[src/sv/rle_dec_pkg.sv]
// rle_dec_pkg.sv: shared types and constants of the run-length image byte decoder
`default_nettype none

package rle_dec_pkg;

    // field and state widths
    localparam int unsigned BYTE_W    = 8;
    localparam int unsigned LIMIT_W   = 20;
    localparam int unsigned LEN_W     = 9;
    localparam int unsigned POS_W     = 17;
    localparam int unsigned PSIZE_W   = 16;
    // position arithmetic with room for a carry out of POS_W
    localparam int unsigned POSX_W    = POS_W + 1;

    // header layout and code values
    localparam logic [LIMIT_W-1:0] LIMIT_RESET   = LIMIT_W'(256 * 212);
    localparam logic [POS_W-1:0]   POS_SIZE_LO   = POS_W'(3);
    localparam logic [POS_W-1:0]   POS_SIZE_HI   = POS_W'(4);
    localparam logic [POS_W-1:0]   PAYLOAD_START = POS_W'(7);
    localparam logic [BYTE_W-1:0]  CODE_LONG_RUN = BYTE_W'(8'h00);
    localparam logic [BYTE_W-1:0]  LITERAL_FLOOR = BYTE_W'(8'h10);
    localparam logic [LEN_W-1:0]   FULL_RUN      = LEN_W'(256);

    // which byte the decoder expects next
    typedef enum logic [1:0] {
        PH_HEADER = 2'd0,
        PH_CODE   = 2'd1,
        PH_COUNT  = 2'd2,
        PH_VALUE  = 2'd3
    } phase_t;

    // one decoded run
    typedef struct packed {
        logic [BYTE_W-1:0] value;
        logic [LEN_W-1:0]  length;
        logic              last;
    } run_t;

endpackage

`default_nettype wire

[src/sv/rle_image_byte_decoder_core.sv]
// rle_image_byte_decoder_core.sv: top level of the run-length image byte decoder
//
//  channel | direction | handshake             | payload
//  --------+-----------+-----------------------+-------------------------------
//  input   | in        | in_valid / in_ready   | file_byte, start_of_file
//  output  | out       | out_valid / out_ready | run_value, run_length, last
//  config  | in        | cfg_wr_en             | cfg_wr_data (output_limit)
//
// One byte is taken per cycle while in_ready is high, set by the single state update
// per byte; the decode state updates in the cycle of the transfer and a resulting run
// is registered in the output register, or in the skid register while that is held.
// A two-entry output buffer (output register plus skid register) lets a byte be taken
// while a run still waits; in_ready drops only when both entries are full.
// rst_n clears all control state; the limit returns to 256*212 pixels.
`default_nettype none

module rle_image_byte_decoder_core
    import rle_dec_pkg::*;
(
    input  wire logic               clk,
    input  wire logic               rst_n,
    // byte input
    input  wire logic               in_valid,
    output logic                    in_ready,
    input  wire logic [BYTE_W-1:0]  file_byte,
    input  wire logic               start_of_file,
    // run output
    output logic                    out_valid,
    input  wire logic               out_ready,
    output logic [BYTE_W-1:0]       run_value,
    output logic [LEN_W-1:0]        run_length,
    output logic                    last,
    // configuration
    input  wire logic               cfg_wr_en,
    input  wire logic [LIMIT_W-1:0] cfg_wr_data
);

    // decode state
    logic [LIMIT_W-1:0] output_limit_reg;
    logic [POS_W-1:0]   byte_position_reg, byte_position_next;
    logic [PSIZE_W-1:0] payload_size_reg, payload_size_next;
    phase_t             phase_reg, phase_next;
    logic [LEN_W-1:0]   pending_count_reg, pending_count_next;
    logic [LIMIT_W-1:0] pixels_emitted_reg, pixels_emitted_next;
    logic               finished_reg, finished_next;

    // output buffer
    logic               out_valid_reg, skid_valid_reg;
    run_t               out_run_reg, skid_run_reg;

    // decode datapath
    logic               in_fire;
    logic               res_valid;
    run_t               res;
    logic [POSX_W-1:0]  pos_x;
    logic [POSX_W-1:0]  last_pos;
    logic               limit_hit;
    logic [LIMIT_W-1:0] room;
    logic [LEN_W-1:0]   rep;
    logic [LEN_W-1:0]   clip_len;
    logic [LIMIT_W-1:0] emitted_sum;
    logic               do_run;

    assign in_ready = !skid_valid_reg;
    assign in_fire  = in_valid && in_ready;

    // position of the final payload byte and budget left
    assign pos_x     = POSX_W'(byte_position_reg);
    assign last_pos  = POSX_W'(payload_size_reg) + POSX_W'(PAYLOAD_START) - POSX_W'(1);
    assign limit_hit = pixels_emitted_reg >= output_limit_reg;
    assign room      = limit_hit ? '0 : output_limit_reg - pixels_emitted_reg;

    // run length clipped to the budget
    assign rep         = (phase_reg == PH_VALUE) ? pending_count_reg : LEN_W'(1);
    assign clip_len    = (LIMIT_W'(rep) < room) ? rep : room[LEN_W-1:0];
    assign emitted_sum = pixels_emitted_reg + LIMIT_W'(clip_len);

    // next decode state and result
    always_comb
    begin
        byte_position_next  = byte_position_reg;
        payload_size_next   = payload_size_reg;
        phase_next          = phase_reg;
        pending_count_next  = pending_count_reg;
        pixels_emitted_next = pixels_emitted_reg;
        finished_next       = finished_reg;
        res_valid           = 1'b0;
        res                 = '{value: '0, length: '0, last: 1'b1};
        do_run              = 1'b0;

        if (in_fire) begin
            if (start_of_file) begin
                byte_position_next  = POS_W'(1);
                payload_size_next   = '0;
                phase_next          = PH_HEADER;
                pending_count_next  = '0;
                pixels_emitted_next = '0;
                finished_next       = 1'b0;
            end else if (!finished_reg) begin
                byte_position_next = byte_position_reg + POS_W'(1);
                unique case (phase_reg)
                    PH_HEADER:
                    begin
                        if (byte_position_reg == POS_SIZE_LO) begin
                            payload_size_next = {payload_size_reg[PSIZE_W-1:BYTE_W], file_byte};
                        end else if (byte_position_reg == POS_SIZE_HI) begin
                            payload_size_next = {file_byte, payload_size_reg[BYTE_W-1:0]};
                        end else if (byte_position_reg == PAYLOAD_START - POS_W'(1)) begin
                            if (payload_size_reg == '0 || limit_hit) begin
                                res_valid     = 1'b1;
                                finished_next = 1'b1;
                            end else begin
                                phase_next = PH_CODE;
                            end
                        end
                    end
                    PH_CODE:
                    begin
                        if (limit_hit) begin
                            res_valid     = 1'b1;
                            finished_next = 1'b1;
                        end else if (file_byte == CODE_LONG_RUN) begin
                            // code, count and value must all fit in the payload
                            if (pos_x + POSX_W'(2) > last_pos) begin
                                res_valid     = 1'b1;
                                finished_next = 1'b1;
                            end else begin
                                phase_next = PH_COUNT;
                            end
                        end else if (file_byte < LITERAL_FLOOR) begin
                            if (pos_x + POSX_W'(1) > last_pos) begin
                                res_valid     = 1'b1;
                                finished_next = 1'b1;
                            end else begin
                                pending_count_next = LEN_W'(file_byte);
                                phase_next         = PH_VALUE;
                            end
                        end else begin
                            do_run = 1'b1;
                        end
                    end
                    PH_COUNT:
                    begin
                        pending_count_next = (file_byte == '0) ? FULL_RUN : LEN_W'(file_byte);
                        phase_next         = PH_VALUE;
                    end
                    PH_VALUE:
                    begin
                        phase_next = PH_CODE;
                        do_run     = 1'b1;
                    end
                    default:
                    begin
                        phase_next = PH_HEADER;
                    end
                endcase

                // literal or completed run
                if (do_run) begin
                    res_valid           = 1'b1;
                    pixels_emitted_next = emitted_sum;
                    res.value           = file_byte;
                    res.length          = clip_len;
                    res.last            = (emitted_sum >= output_limit_reg) || (pos_x >= last_pos);
                    finished_next       = res.last;
                end
            end
        end
    end

    // decode state registers
    always_ff @(posedge clk or negedge rst_n)
    begin
        if (!rst_n) begin
            output_limit_reg   <= LIMIT_RESET;
            byte_position_reg  <= '0;
            payload_size_reg   <= '0;
            phase_reg          <= PH_HEADER;
            pending_count_reg  <= '0;
            pixels_emitted_reg <= '0;
            finished_reg       <= 1'b1;
        end else begin
            if (cfg_wr_en) begin
                output_limit_reg <= cfg_wr_data;
            end
            byte_position_reg  <= byte_position_next;
            payload_size_reg   <= payload_size_next;
            phase_reg          <= phase_next;
            pending_count_reg  <= pending_count_next;
            pixels_emitted_reg <= pixels_emitted_next;
            finished_reg       <= finished_next;
        end
    end

    // output buffer valid bits
    always_ff @(posedge clk or negedge rst_n)
    begin
        if (!rst_n) begin
            out_valid_reg  <= 1'b0;
            skid_valid_reg <= 1'b0;
        end else if (skid_valid_reg) begin
            if (out_ready) begin
                skid_valid_reg <= 1'b0;
            end
        end else if (!out_valid_reg || out_ready) begin
            out_valid_reg <= res_valid;
        end else if (res_valid) begin
            skid_valid_reg <= 1'b1;
        end
    end

    // output buffer payload
    always_ff @(posedge clk)
    begin
        if (skid_valid_reg) begin
            if (out_ready) begin
                out_run_reg <= skid_run_reg;
            end
        end else if (!out_valid_reg || out_ready) begin
            out_run_reg <= res;
        end else if (res_valid) begin
            skid_run_reg <= res;
        end
    end

    assign out_valid  = out_valid_reg;
    assign run_value  = out_run_reg.value;
    assign run_length = out_run_reg.length;
    assign last       = out_run_reg.last;

    // skid entry is only used behind a full output register
    assert property (@(posedge clk) disable iff (!rst_n)
        skid_valid_reg |-> out_valid_reg)
        else $error("skid entry valid with empty output register");

    // an empty run only ever closes a file
    assert property (@(posedge clk) disable iff (!rst_n)
        (out_valid && run_length == '0) |-> last)
        else $error("zero-length run without last");

    // run length never exceeds a full run
    assert property (@(posedge clk) disable iff (!rst_n)
        out_valid |-> (run_length <= FULL_RUN))
        else $error("run length out of range");

    // a closing result leaves the decoder waiting for a start byte
    assert property (@(posedge clk) disable iff (!rst_n)
        (res_valid && res.last) |=> finished_reg)
        else $error("decoder still active after last result");

endmodule

`default_nettype wire
[config.mk]
export PLATFORM = sky130hd
export DESIGN_NAME = rle_image_byte_decoder_core
export DESIGN_NICKNAME = d
export VERILOG_FILES = /design/src/sv/rle_dec_pkg.sv /design/src/sv/rle_image_byte_decoder_core.sv
export SDC_FILE = /design/constraint.sdc
export NUM_CORES = 1
export LEC_CHECK = 0
export BUFFER_PORTS_ARGS = -buffer_cell sky130_fd_sc_hd__buf_2
export CORE_UTILIZATION = 60
export DETAILED_ROUTE_END_ITERATION = 8
export PLACE_DENSITY_LB_ADDON = 0.1
export SLEW_MARGIN = 20
export SYNTH_ARGS = -nofsm -noshare
export SYNTH_HDL_FRONTEND = slang
export SYNTH_SLANG_ARGS = --single-unit
[constraint.sdc]
create_clock -name clk -period 9.7 [get_ports clk]
set_input_delay 0.485 -clock clk [delete_from_list [all_inputs] [get_ports clk]]
set_output_delay 0.485 -clock clk [all_outputs]
set_load 0.05 [all_outputs]
---- Yosys cells after proc, flatten, opt, wreduce, memory -nomap -nowiden ----
Cells that the tools add are included.
operators by class
  add/sub/neg operators ................... 7
  order comparisons ....................... 7
  equal/unequal tests ..................... 20
  muxes and demuxes ....................... 68
  bitwise operators ....................... 2
  reductions and logical operators ........ 24
operators by type and width
  cell                   number
  $mux 18                7
  $mux 9                 9
  $mux 16                5
  $mux 20                4
  $ge 20x20->1           2
  $gt 18x18->1           2
  $eq 17x3->1 const B    2
  $mux 17                2
  $mux 1                 26
  $ne 3x3->1 const B     8
  $mux 2                 11
  $add 20x9->20          1
  $lt 9x20->1            1
  $sub 20x20->20         1
  $add 17x1->18 const B  1
  $add 17x2->18 const B  1
  $ge 17x18->1           1
  $pmux 9 s2             1
  $sub 17x1->18 const B  1
  $add 16x3->17 const B  1
  $add 17x1->17 const B  1
  $eq 17x2->1 const B    1
  $logic_not 16->1       1
  $ne 4x4->1 const B     3
  other kinds (20)       35
storage, ports and cells
  register bits after elaboration ......... 123
  bits of input ports ..................... 34
  output and inout port bits .............. 20
  logic and storage cells ................. 144

---- Depth between registers and ports, before layout ----
  depth in word-level cells ............... 15
  depth in mapped cells ................... 43
  depth with buffers taken out ............ 41

---- Worst setup path before layout ----
Ideal clock, no wire load.
  kind .................................... register to register
  start point ............................. register output_limit_reg[0]
  end point ............................... register out_run_reg (netlist bit last), data pin
  library setup time ...................... 255 ps
  data arrival time ....................... 7360 ps
  required time ........................... 9445 ps
  setup slack ............................. 2085 ps
  cell stages (with the launch flop) ...... 39
  buffers on the path ..................... 2
  clock period less this slack ............ 7615 ps
  cell sequence ........................... dfrtp_1 -> inv_1 -> ha_1 -> inv_1 -> fa_1 -> a211oi_2 -> o21ai_2 -> a211o_1 -> a31o_2 -> and2_1 -> buf_2 -> buf_1 -> nand3_1 -> ha_1 -> a21o_1 -> a21oi_1 -> nor2b_1 -> o21ai_0 -> [3 not listed] -> a21boi_0 -> ha_1 -> a21o_1 -> a21oi_1 -> o21ai_1 -> a2111oi_0 -> o41ai_2 -> xnor2_1 -> ha_1 -> a21o_1 -> a21o_1 -> a21oi_1 -> nand2_1 -> a31o_2 -> nand4_1 -> a21oi_1 -> or3_1 -> o21a_1
RTL lines
  item                    line                                RTL
  start, declared         rle_image_byte_decoder_core.sv:39   logic [LIMIT_W-1:0] output_limit_reg;
  start signal, assigned  rle_image_byte_decoder_core.sv:184  output_limit_reg <= cfg_wr_data;
  end signal, assigned    rle_image_byte_decoder_core.sv:217  out_run_reg <= skid_run_reg;
  end signal, assigned    rle_image_byte_decoder_core.sv:220  out_run_reg <= res;
  end, declared           rle_image_byte_decoder_core.sv:49   run_t out_run_reg, skid_run_reg;

==> results.py <==
metrics = {
    "clocking": {
        "hold_buffers": 0,
        "clk_latency_ns": 0.43,
        "cts_buffer_depth": 2,
        "clock_sinks": 123,
        "htree_levels": 4,
        "clk_pin_slew_ns": 0.07,
        "numCtsBuffers": 17,
        "cts_tree": "done",
        "postCtsSetupRepairBufs": 0,
        "cts_root_buf": "clkbuf_16",
        "cts_resized": 0,
    },
    "floorplanning": {
        "ios": 54,
        "num_rows": 46,
        "coreArea_sq_mm": 0.0158,
        "start_util_pct": 61.3,
        "die_x_um": 129,
        "dieArea_sq_mm": 0.0167,
        "die_y_um": 129,
    },
    "synth": {
        "ys_top_cells_by_count": "ha_1, nand2_1, inv_1",
        "synthesis.nets": 1239,
        "synth_ff_type": "dfrtp_1",
        "syn_area_sq_mm": 0.00970,
        "seq_area_frac_synth_pct": 33.6,
        "synth.avg_cell_area_sq_um": 8.93,
        "synthTopCellsByArea": "dfrtp_1, ha_1, edfxtp_1, xnor2_1, nand2_1",
        "netlist-cell-type-count": 71,
        "ys_warn_count": 0,
        "synth_top_area_share_pct": 21.1,
        "syn-instance-count": 1087,
        "ys_seq_elements": 123,
        "synth_top_cell_by_area": "dfrtp_1",
        "yosysMostFrequentCell": "ha_1",
        "synth_edf_count": 36,
        "synthArstFlopShare_pct": 70.7,
    },
    "worst_setup_path": {
        "slowest_stage": "a21oi_1",
        "worstPathBufferInverterCount": 5,
        "start_kind": "register",
        "cp_max_fo": 19,
        "critPathArrivalTime_ns": 8.79,
        "r2r_cells": 38,
        "crit_cells": 38,
        "cpPeakStageDelay_ns": 0.45,
        "endpoint_kind": "register",
        "critPathTopFamily": "compound AO/OA/AOI/OAI gates",
        "worstPathRequired_ns": 9.88,
        "path_class": "reg2reg",
    },
    "route": {
        "vias_per_cell": 6.13,
        "routedWlPerCell_um": 18.4,
        "antenna_left": 0,
        "vias": 8288,
        "wl_met2_um": 11400,
        "drc": 0,
        "finalWirelength_um": 24800,
        "wl_met1_um": 11700,
        "drt_iter0_markers": 634,
        "firstDrtPassIters": 5,
        "routed-wl-met3_um": 1020,
        "highest_layer": "met4",
    },
    "cells_and_area": {
        "finish.net_count": 1275,
        "final_cells": 1352,
        "syn_to_final_growth_pct": 10.5,
        "drive_above_1_share_pct": 10.7,
        "n_antenna_cell": 0,
    },
    "placement": {
        "dp_slack_ns": 1.21,
        "dp_hpwl_um": 18700,
        "placement.io_buffers": 53,
        "place_inst": 1320,
        "gp_congestion": 0.981,
    },
    "power": {
        "power_density_mw_per_mm2": 191,
        "power.total_w": 0.00205,
        "ir_drop_mv": 0.153,
        "p_leak_nw": 5.09,
    },
    "grt": {
        "grt_max_degree": 46,
        "antenna_found_initial": 0,
        "grt_pass1_wl_um": 40700,
        "grt_use_total_pct": 31.7,
        "grt_pass1_vias": 7952,
        "grt_overflow_total": 0,
    },
    "min_path": {
        "hold_class": "in2async",
    },
    "timing": {
        "finalSetupViolCount": 0,
        "worst_slew_pin_slew_ns": 0.947,
        "slew_viol_final": 0,
        "final-hold-violation-count": 0,
        "slew_headroom_pct": 36.6,
        "worst_slack_ns": 1.09,
        "skew_ns": 0.00903,
        "rsz0062_at_grt": "false",
        "holdWs_ns": 0.0489,
        "fin_crit_sh_pct": 88.7,
        "tns_ns": 0,
        "timing.fmax_mhz": 116,
        "min_period_ns": 8.61,
    },
    "run_status": {
        "status": "finished clean",
    },
    "run": {
        "max_cap_violations": 0,
    },
}
worst paths after layout:
| check | slack, ns | endpoint | startpoint |
|---|---|---|---|
| worst max-delay path | 1.09 | last | output_limit_reg[0] |
| worst min-delay path | 0.05 | output_limit_reg[3] | rst_n |
| worst max register to register | 1.09 | last | output_limit_reg[0] |
| worst min register to register | 0.50 | pixels_emitted_reg[19] | pixels_emitted_reg[19] |
| max in group asynchronous | 8.63 | byte_position_reg[2] | rst_n |
| min in group clk | 0.26 | output_limit_reg[7] | cfg_wr_data[7] |
cell type report:
type | count | area [sq um]
well taps | 216 | 270
fillers | 1330 | 5110
inverters | 83 | 312
multi-input cells | 837 | 5970
repair buffers | 61 | 328
clock inverters | 15 | 151
flip-flops and latches | 123 | 3260
clock buffers | 17 | 425
cells by family after synthesis:
group	Yosys count	synth area share [%]
AO/OA/AOI/OAI	301	21.0
XOR/XNOR	73	6.59
adder cells (fa/ha/maj)	118	15.4
buffers and inverters	127	4.99
flip-flops	123	33.6
multiplexers	12	1.35
AND/OR/NAND/NOR	333	17.1
cells in the final DEF, fill, tap and decap left out, types with 9 or more instances in the layout:
cell type / count
nand2b_1: 11
edfxtp_1: 36
a31oi_1: 9
and2_1: 15
nand2_1: 108
a21o_1: 34
buf_2: 52
o22ai_1: 10
nor3_1: 9
xor2_1: 21
clkbuf_16: 17
inv_1: 83
and3_1: 19
dfrtp_1: 82
nor2_1: 56
nand3_1: 38
a22o_1: 38
a21oi_1: 46
nand4_1: 20
nor2b_1: 19
nor4_1: 10
mux2_2: 9
o21a_1: 10
o21ai_0: 79
buf_4: 9
xnor2_1: 52
ha_1: 116
power by group:
group	internal [W]	leakage, nW	switching, W
Sequential	0.000608	1.54	0.0000696
Combinational	0.000275	3.28	0.000473
Clock	0.000341	0.277	0.000279
through the flow:
step	utilization, %	area (sq um)
3_5_place_dp	64.1	10100
4_1_cts	67.7	10700
5_1_grt	67.7	10700
2_1_floorplan	-	9700
3_3_place_gp	64.1	10100
6_report	67.7	10700
per-layer routing:
| layer | track usage (%) | up-vias |
|---|---|---|
| li1 | - | 4034 |
| met1 | 43.0 | 3979 |
| met2 | 50.5 | 222 |
| met3 | 5.12 | 53 |
| met4 | 12.7 | 0 |
| met5 | 0 | - |
Note: power is estimated with default switching activity, not from simulation.
